<file path="src/nps_ram.sv">
`timescale 1ns / 1ps
// ----------------------------------------------------------------------------
// Generic RAM
// One write port, one read port, registered read data.
// ----------------------------------------------------------------------------
module nps_ram #(
   parameter int WIDTH = 8,
   parameter int DEPTH = 16
) (
   input  logic                     clock,
   input  logic                     wr_en,
   input  logic [$clog2(DEPTH)-1:0] wr_addr,
   input  logic [WIDTH-1:0]         wr_data,
   input  logic                     rd_en,
   input  logic [$clog2(DEPTH)-1:0] rd_addr,
   output logic [WIDTH-1:0]         rd_data
);

   logic [WIDTH-1:0] mem_ff [DEPTH];
   logic [WIDTH-1:0] rd_data_ff;

   always_ff @(posedge clock) begin
      if (wr_en) begin
         mem_ff[wr_addr] <= wr_data;
      end
      if (rd_en) begin
         rd_data_ff <= mem_ff[rd_addr];
      end
   end

   assign rd_data = rd_data_ff;

endmodule

</file>
<file path="config.mk">
export PLATFORM = sky130hd
export DESIGN_NAME = nps_ram
export DESIGN_NICKNAME = d
export VERILOG_FILES = /design/src/nps_ram.sv
export SDC_FILE = /design/constraint.sdc
export NUM_CORES = 1
export LEC_CHECK = 0
export CORE_ASPECT_RATIO = 1.5
export CORE_UTILIZATION = 60
export DETAILED_ROUTE_END_ITERATION = 10
export DONT_BUFFER_PORTS = 1
export PLACE_DENSITY = 0.77
export SLEW_MARGIN = 0
export SYNTH_ARGS = -nofsm -noshare
export SYNTH_HDL_FRONTEND = slang
export SYNTH_SLANG_ARGS = --single-unit
</file>
<file path="constraint.sdc">
create_clock -name clock -period 3.31 [get_ports clock]
set_clock_uncertainty 0.05 [all_clocks]
set_input_delay 0.1655 -clock clock [delete_from_list [all_inputs] [get_ports clock]]
set_output_delay 0.1655 -clock clock [all_outputs]
set_load 0.1 [all_outputs]
</file>
==> results.sh <==
export IMPL_synth_seq_cells=136
export IMPL_rsz0062_at_grt="false"
export IMPL_min_path_cells=2
export IMPL_vias_per_cell=6.42
export IMPL_dp_cells=329
export IMPL_power_density_nw_per_um2=625
export IMPL_drv_slew=0
export IMPL_core_um2=8410
export IMPL_multi_input_area_um2=1060
export IMPL_timing_max_cap_violations=0
export IMPL_grt_max_degree=33
export IMPL_vias=2361
export IMPL_final_layout_size_suffix_gt1_share_pct=16.9
export IMPL_die_y_um=116
export IMPL_setup_viol=0
export IMPL_layout_nets=271
export IMPL_period_needed_ps=1630
export IMPL_crit_path_end_kind="register"
export IMPL_num_rows=41
export IMPL_crit_arrival_ps=1730
export IMPL_worstReg2RegEnd="rd_data[2]"
export IMPL_synthToLayoutAreaGrowth_pct=12.5
export IMPL_clockRootBuffer="clkbuf_16"
export IMPL_die_area_um2=9100
export IMPL_fin_crit_sh_pct=49.4
export IMPL_stdcell_count=368
export IMPL_hp_class="input pin to register"
export IMPL_worst_slew_pin_slew_ps=1250
export IMPL_fillCellCount=492
export IMPL_grt_pass1_wl_mm=14.5
export IMPL_drt_wirelength_per_cell_um=26.1
export IMPL_max_slew_margin_rel_pct=15.9
export IMPL_critPathLaunchType="register"
export IMPL_status="finished clean"
export IMPL_pin_count=27
export IMPL_first_pass_iters=4
export IMPL_reg2reg_slack_ps=1680
export IMPL_clk_latency_ps=410
export IMPL_min_to="mem_ff[0][7]"
export IMPL_hpwl_mm=5.80
export IMPL_synth_nets=248
export IMPL_leakage_uw=0.00191
export IMPL_synth_distinct_cells=18
export IMPL_initial_core_util_pct=62.1
export IMPL_antenna_left=0
export IMPL_die_width_um=78.2
export IMPL_fin_setup_tns_ps=0
export IMPL_cts_tree="done"
export IMPL_postRouteWirelength_mm=9.62
export IMPL_timing_rr_start="mem_ff[0][2]"
export IMPL_routabilityCongestion=0.752
export IMPL_numClockSinks=136
export IMPL_hold_buffers=11
export IMPL_holdCritStartpoint="wr_addr[1]"
export IMPL_synthesis_area_um2=5230
export IMPL_worstSetupStartpoint="mem_ff[0][2]"
export IMPL_overflow=0
export IMPL_crit_type="register to register"
export IMPL_ys_warn_count=0
export IMPL_fmax_ghz=0.612
export IMPL_htree_num_levels=4
export IMPL_antenna_found_initial=0
export IMPL_cts_resized=0
export IMPL_holdWs_ps=66.8
export IMPL_clk_path_buf_depth=2
export IMPL_crit_fanout=1
export IMPL_postSynthCellCount=229
export IMPL_port_buffers=0
export IMPL_antenna_cells=0
export IMPL_grt_util_all_layers_pct=23.9
export IMPL_syn_area_per_cell_um2=22.8
export IMPL_cts_setup_buffers=0
export IMPL_cts_buffers=17
export IMPL_dr_first_iter_drc_count=195
export IMPL_rr_worst_depth=3
export IMPL_cts_clk_slew_worst_paths_ps=50
export IMPL_ir_drop_uv=553
export IMPL_regArea_um2=4080
export IMPL_yosysSeqAreaShare_pct=78.1
export IMPL_crit_required_ps=3410
export IMPL_hold_viol_final=0
export IMPL_drc=0
export IMPL_grt_pass1_vias=2410
synthesized netlist by cell type, drive strengths merged:
| cell | count | share of area, % |
|---|---|---|
| nor2 | 13 | 0.93 |
| edfxtp | 136 | 78 |
| and2b | 1 | 0.14 |
| nor2b | 1 | 0.12 |
| nand3b | 2 | 0.29 |
| nand2b | 2 | 0.24 |
| nand2 | 9 | 0.65 |
| nand3 | 1 | 0.096 |
| buf | 7 | 1.1 |
| mux4 | 32 | 15 |
| or3b | 1 | 0.17 |
| a22oi | 16 | 2.3 |
| and2 | 1 | 0.12 |
| clkdlybuf4s25 | 3 | 0.57 |
| nor3 | 4 | 0.38 |
sequential cells by signal, indices dropped and copies added (netlist names):
signal,cells
mem_ff,128
rd_data,8
critical path: stages, from the launching register on:
cell and delay (ps):
edfxtp_1 410, mux4_1 530, a22oi_1 300, nand2_1 90
layout by cell type (no fill, tap or decap):
| cell | Yosys | routed |
|---|---|---|
| or3b_2 | 1 | 1 |
| clkinv_2 | 0 | 5 |
| and2b_1 | 1 | 1 |
| nor3_1 | 4 | 4 |
| nand3b_1 | 2 | 2 |
| and2_1 | 1 | 1 |
| a22oi_1 | 16 | 16 |
| nor2b_1 | 1 | 1 |
| clkbuf_16 | 0 | 17 |
| mux4_1 | 14 | 14 |
| nand2_1 | 9 | 9 |
| dlygate4sd3_1 | 0 | 11 |
| clkinv_1 | 0 | 3 |
| clkbuf_1 | 0 | 3 |
| buf_4 | 1 | 3 |
| nand3_1 | 1 | 1 |
| nand2b_1 | 2 | 2 |
| nor2_1 | 13 | 13 |
| edfxtp_1 | 136 | 136 |
| mux4_2 | 18 | 18 |
per-layer routing:
| metal | vias to the layer above | GRT usage [%] | wire [um] |
|---|---|---|---|
| li1 | 1021 | - | - |
| met1 | 1229 | 28.9 | 3640 |
| met2 | 100 | 39.9 | 5170 |
| met3 | 11 | 6.17 | 663 |
| met4 | 0 | 13.1 | 150 |
| met5 | - | 0 | 0 |
cell families after synthesis:
| group | Yosys count | share of synthesized area (%) |
|---|---|---|
| and+or+nand+nor | 35 | 3.14 |
| muxes | 32 | 14.8 |
| AOI/OAI and AO/OA | 16 | 2.30 |
| DFF | 136 | 78.1 |
| buffers and inverters | 10 | 1.65 |
where the power goes:
group          internal [uW]  switching [uW]
registers               1940            72.2
clock network            920             603
logic                   63.1            70.5
total                   2930             745
final cells by class:
cell class / count / share of cell area, %
clock buffer: 20 / 7.43
multi-input combinational: 83 / 18.0
timing repair buffer: 14 / 2.26
clock inverter: 8 / 0.617
tap: 107 / 2.28
sequential: 136 / 69.4
through the flow:
stage / total power [uW] / util [%] / instance area, um2 / worst slack (ps)
after floorplan: 2140 / - / 5230 / 1600
after global placement: 2150 / 63.0 / 5300 / 1560
after detailed placement: 2150 / 63.0 / 5300 / 1460
after CTS: 3690 / 69.9 / 5880 / 1680
after global routing: 3760 / 69.9 / 5880 / 1620
final: 3670 / 69.9 / 5880 / 1680
how the worst max path moves through the flow:
stage          slack, ps           end  cells after the start
6_report            1680    rd_data[2]                      3
5_1_grt             1620  mem_ff[0][0]                      3
4_1_cts             1680    rd_data[2]                      3
3_5_place_dp        1460  mem_ff[8][3]                      2
3_3_place_gp        1560  mem_ff[8][5]                      2
2_1_floorplan       1600  mem_ff[0][0]                      2
(Power assumes the default switching activity.)
