## config.mk

```make
export PLATFORM = sky130hd
export DESIGN_NAME = nps_dist
export DESIGN_NICKNAME = d
export VERILOG_FILES = /design/src/nps_pkg.sv /design/src/nps_dist.sv
export SDC_FILE = /design/constraint.sdc
export NUM_CORES = 2
export LEC_CHECK = 0
export ABC_AREA = 1
export ABC_CLOCK_PERIOD_IN_PS = 6600
export BUFFER_PORTS_ARGS = -buffer_cell sky130_fd_sc_hd__buf_2
export CAP_MARGIN = 20
export CORE_MARGIN = 2
export CORE_UTILIZATION = 55
export CTS_CLUSTER_DIAMETER = 80
export DETAILED_ROUTE_END_ITERATION = 10
export PLACE_DENSITY_LB_ADDON = 0.25
export SKIP_LAST_GASP = 1
export SLEW_MARGIN = 5
export SYNTH_ARGS = -nofsm -noshare
export SYNTH_HDL_FRONTEND = slang
export SYNTH_SLANG_ARGS = --single-unit
```

## constraint.sdc

```tcl
create_clock -name clock -period 6.6 [get_ports clock]
set_clock_uncertainty 0.05 [all_clocks]
set_input_delay 0.33 -clock clock [delete_from_list [all_inputs] [get_ports clock]]
set_output_delay 0.33 -clock clock [all_outputs]
set_load 0.02 [all_outputs]
```

## src/nps_pkg.sv

```systemverilog
`timescale 1ns / 1ps
// ----------------------------------------------------------------------------
// Nearest point search package
// Shared widths, opcodes and pipeline tag type.
// ----------------------------------------------------------------------------
package nps_pkg;

   localparam int MAX_ENTRIES = 256;
   localparam int COORD_BITS  = 24;
   localparam int ADDR_W      = $clog2(MAX_ENTRIES);
   localparam int COUNT_W     = $clog2(MAX_ENTRIES + 1);
   localparam int INDEX_W     = 8;
   localparam int DIFF_W      = COORD_BITS + 1;
   localparam int MAG_W       = COORD_BITS;
   localparam int SQ_W        = 2 * MAG_W;
   localparam int DIST_W      = 50;
   localparam int POINT_W     = 2 * COORD_BITS;

   localparam logic OP_LOAD  = 1'b0;
   localparam logic OP_QUERY = 1'b1;

   typedef logic signed [COORD_BITS-1:0] coord_type;

   typedef struct packed {
      logic              valid;
      logic              last;
      logic [ADDR_W-1:0] index;
   } dist_tag_type;

endpackage

```

## src/nps_dist.sv

```systemverilog
`timescale 1ns / 1ps
// ----------------------------------------------------------------------------
// Nearest point search distance pipeline
// Three stages: absolute difference, square, sum of squares.
// ----------------------------------------------------------------------------
module nps_dist (
   input  logic                          clock,
   input  logic                          reset,
   input  nps_pkg::dist_tag_type         tag,
   input  nps_pkg::coord_type            point_x,
   input  nps_pkg::coord_type            point_z,
   input  nps_pkg::coord_type            query_x,
   input  nps_pkg::coord_type            query_z,
   output nps_pkg::dist_tag_type         out_tag,
   output logic [nps_pkg::DIST_W-1:0]    out_dist
);

   logic signed [nps_pkg::DIFF_W-1:0] diff_x;
   logic signed [nps_pkg::DIFF_W-1:0] diff_z;

   nps_pkg::dist_tag_type tag1_ff, tag1_in, tag2_ff, tag2_in, tag3_ff, tag3_in;
   logic [nps_pkg::MAG_W-1:0]  dx_ff, dx_in, dz_ff, dz_in;
   logic [nps_pkg::SQ_W-1:0]   sqx_ff, sqx_in, sqz_ff, sqz_in;
   logic [nps_pkg::DIST_W-1:0] dist_ff, dist_in;

   always_comb begin
      diff_x = nps_pkg::DIFF_W'(point_x) - nps_pkg::DIFF_W'(query_x);
      diff_z = nps_pkg::DIFF_W'(point_z) - nps_pkg::DIFF_W'(query_z);
      dx_in  = diff_x[nps_pkg::DIFF_W-1] ? nps_pkg::MAG_W'(-diff_x)
                                         : nps_pkg::MAG_W'(diff_x);
      dz_in  = diff_z[nps_pkg::DIFF_W-1] ? nps_pkg::MAG_W'(-diff_z)
                                         : nps_pkg::MAG_W'(diff_z);
      sqx_in = nps_pkg::SQ_W'(dx_ff) * nps_pkg::SQ_W'(dx_ff);
      sqz_in = nps_pkg::SQ_W'(dz_ff) * nps_pkg::SQ_W'(dz_ff);
      dist_in = nps_pkg::DIST_W'(sqx_ff) + nps_pkg::DIST_W'(sqz_ff);
      tag1_in = tag;
      tag2_in = tag1_ff;
      tag3_in = tag2_ff;
   end

   always_ff @(posedge clock) begin
      if (reset) begin
         tag1_ff <= '0;
         tag2_ff <= '0;
         tag3_ff <= '0;
      end else begin
         tag1_ff <= tag1_in;
         tag2_ff <= tag2_in;
         tag3_ff <= tag3_in;
      end
      dx_ff   <= dx_in;
      dz_ff   <= dz_in;
      sqx_ff  <= sqx_in;
      sqz_ff  <= sqz_in;
      dist_ff <= dist_in;
   end

   assign out_tag  = tag3_ff;
   assign out_dist = dist_ff;

endmodule

```

==> results.yml <==
status:
  outcome: "complete, no violations"
floorplanning:
  start_util: 0.5558
  ioPinCount: 168
  die-area_um2: 87050
  core-area_um2: 83820
  die_w_um: 295.0
  fp.dieH_um: 295.0
  rows: 106
grt:
  grt_pass1_wl_um: 193800
  grt_max_degree: 31
  top_usage_layer: "met2"
  use_met2: 0.4689
  grt_pass1_vias: 38980
  grt_use_met3: 0.02902
  met1_usage: 0.3860
  grt.overflow.total: 0
  grtUsageTotal: 0.2782
  antenna_found_initial: 3
worst_setup_path:
  criticalPathCategory: "reg -> reg"
  start_kind: "flop"
  rrSetupSlack_ps: 170
  cp-end-kind: "flop"
  crit_fanout: 9
  arrival_ps: 6820
  rr_worst_depth: 22
  required_ps: 6990
cts:
  cts_sinks: 221
  worstSkewPairLatency_ps: 580
  clkTransAtPathRegs_ps: 60
  cts_tree: "yes"
  cts_buffers: 26
  postCtsSetupBuffers: 0
  root_buffer: "clkbuf_16"
  cts_htree_levels: 1
  clock_path_buffers: 3
synthesis:
  synth.avg_cell_area_um2: 7.647
  synth_edf_count: 0
  yosys-top-cells-area: "fa_1 36%, inv_1 15%, ha_1 12%"
  synth_commonest_cells: "1834 x inv_1, 1353 x nand2_1, 845 x fa_1"
  synth_top_area_share: 0.3631
  netlist_area_um2: 46590
  synth_area_leader_cell: "fa_1"
  synthesis.nets: 7499
  synth.ff_latch_count: 221
  postSynth.asyncResetShare: 0
  synthFlopType: "dfxtp_1"
  synthCells: 6092
  yosys.cell_count.top_type: "inv_1"
  ys_seq_area_frac: 0.09496
  ys_warn_count: 0
  netlist-cell-type-count: 47
sta:
  fin_crit_sh: 0.9745
  hold_viol_final: 0
  rsz0062_at_grt: "yes"
  slew_violations: 0
  setup-tns-final_ps: 0
  min_period_ps: 6431
  worst_pin_slew_ps: 510.3
  timing.fmax_mhz: 155.5
  setup_viol: 0
  slew_headroom: 0.6598
final_layout:
  num-nets-final: 7782
  layout-drive-gt1-share: 0.08538
  area_growth_pct: 10.29
route:
  drt_pre_antenna_iters: 6
  drtAntennaViolNets: 0
  viasPerCell: 5.001
  drtIter0Drc: 2319
  num_vias: 37660
  routedWlPerCell_um: 15.44
  drt_wl_total_um: 116300
  drc: 0
place:
  gp_congestion: 0.9895
  io_buffer_count: 166
  dp_hpwl_um: 102500
flow_run:
  maxCapViolations: 0
hold_path:
  worstHoldPathCells: 3
  worstHoldPathType: "in -> reg"
[metrics by stage]
step | hold WS (ps) | cells | worst slack [ps] | area (um2) | util
final | 78.28 | 7531 | 168.6 | 51380 | 0.6130
after global routing | 98.75 | 7529 | -18.53 | 51380 | 0.6130
after CTS | 56.88 | 7528 | 5.743 | 51090 | 0.6096
after detailed placement | 343.2 | 7470 | -115.4 | 50000 | 0.5966
after global placement | 339.0 | 7470 | -92.19 | 50000 | 0.5966
after floorplan | 338.3 | 6092 | 310.0 | 46590 | -
[cell usage in the layout, fill, tap and decap left out, types with 32 or more instances in the layout]
cell type / n
inv_1: 1833
nand2_1: 1351
fa_1: 844
ha_1: 449
nor2_1: 344
a21oi_1: 194
dfxtp_1: 186
nand3_1: 173
buf_4: 167
buf_2: 166
xor2_1: 112
o21ai_0: 82
xnor2_1: 68
a31oi_1: 32
[state kept, by name (all words and copies together), names as in the netlist]
name,cells
out_dist,49
sqx_ff,47
sqz_ff,47
dx_ff,24
dz_ff,24
out_tag,10
tag1_ff,10
tag2_ff,10
[path summary, 6_finish.rpt]
check,from,end
worst min register to register,tag1_ff[9],tag2_ff[9]
worst max-delay path,dz_ff[10],sqz_ff[46]
worst max register to register,dz_ff[10],sqz_ff[46]
worst min-delay path,query_z[0],dz_ff[0]
[cell families after synthesis]
family,after synthesis,synth area share
compound gates,412,0.05030
xor+xnor,180,0.03384
simple gates,2030,0.1778
fa+ha+maj,1299,0.4850
flops,221,0.09496
other cells,1,0.00008049
buf+inv,1949,0.1580
[layout make-up]
type                       instances  area, um2
sequential                       221       4511
multi-input combinational       3922      34980
clock inverter                    17      264.0
fill                            7819      32440
tap                             1134       1419
timing repair buffer             365       2595
clock buffer                      31      709.4
antenna                            2      5.005
inverter                        1839       6903
[repair_timing]
action / in CTS / in global routing
hold buffers: 10 / 0
setup endpoints to repair: 10 / 47
pin swaps: 0 / 4
resized for setup: 15 / 90
gates cloned: 0 / 1
hold endpoints to repair: 10 / 0
[per-layer routing]
metal  vias up  routed length, um
met2      1155              54600
li1      18290                  -
met3       170               7475
met4         0               2857
met1     18050              51370
met5         -                  0
[worst max-delay path: stages, from the launching register on]
cell     delay, ps
dfxtp_2        450
buf_4          250
nand2_1        100
fa_1           590
inv_1           80
fa_1           540
inv_1           60
fa_1           490
inv_1           60
fa_1           550
fa_1           440
fa_1           490
inv_1           50
fa_1           470
inv_1           40
ha_1           340
a21o_1         230
a31oi_1        260
o21a_1         230
o21ai_0        140
nand2_1         80
nand3_1        110
xor2_1         190
Power is not shown: default switching activity piles up to over one toggle a cycle in this logic, so the estimate is an artifact.
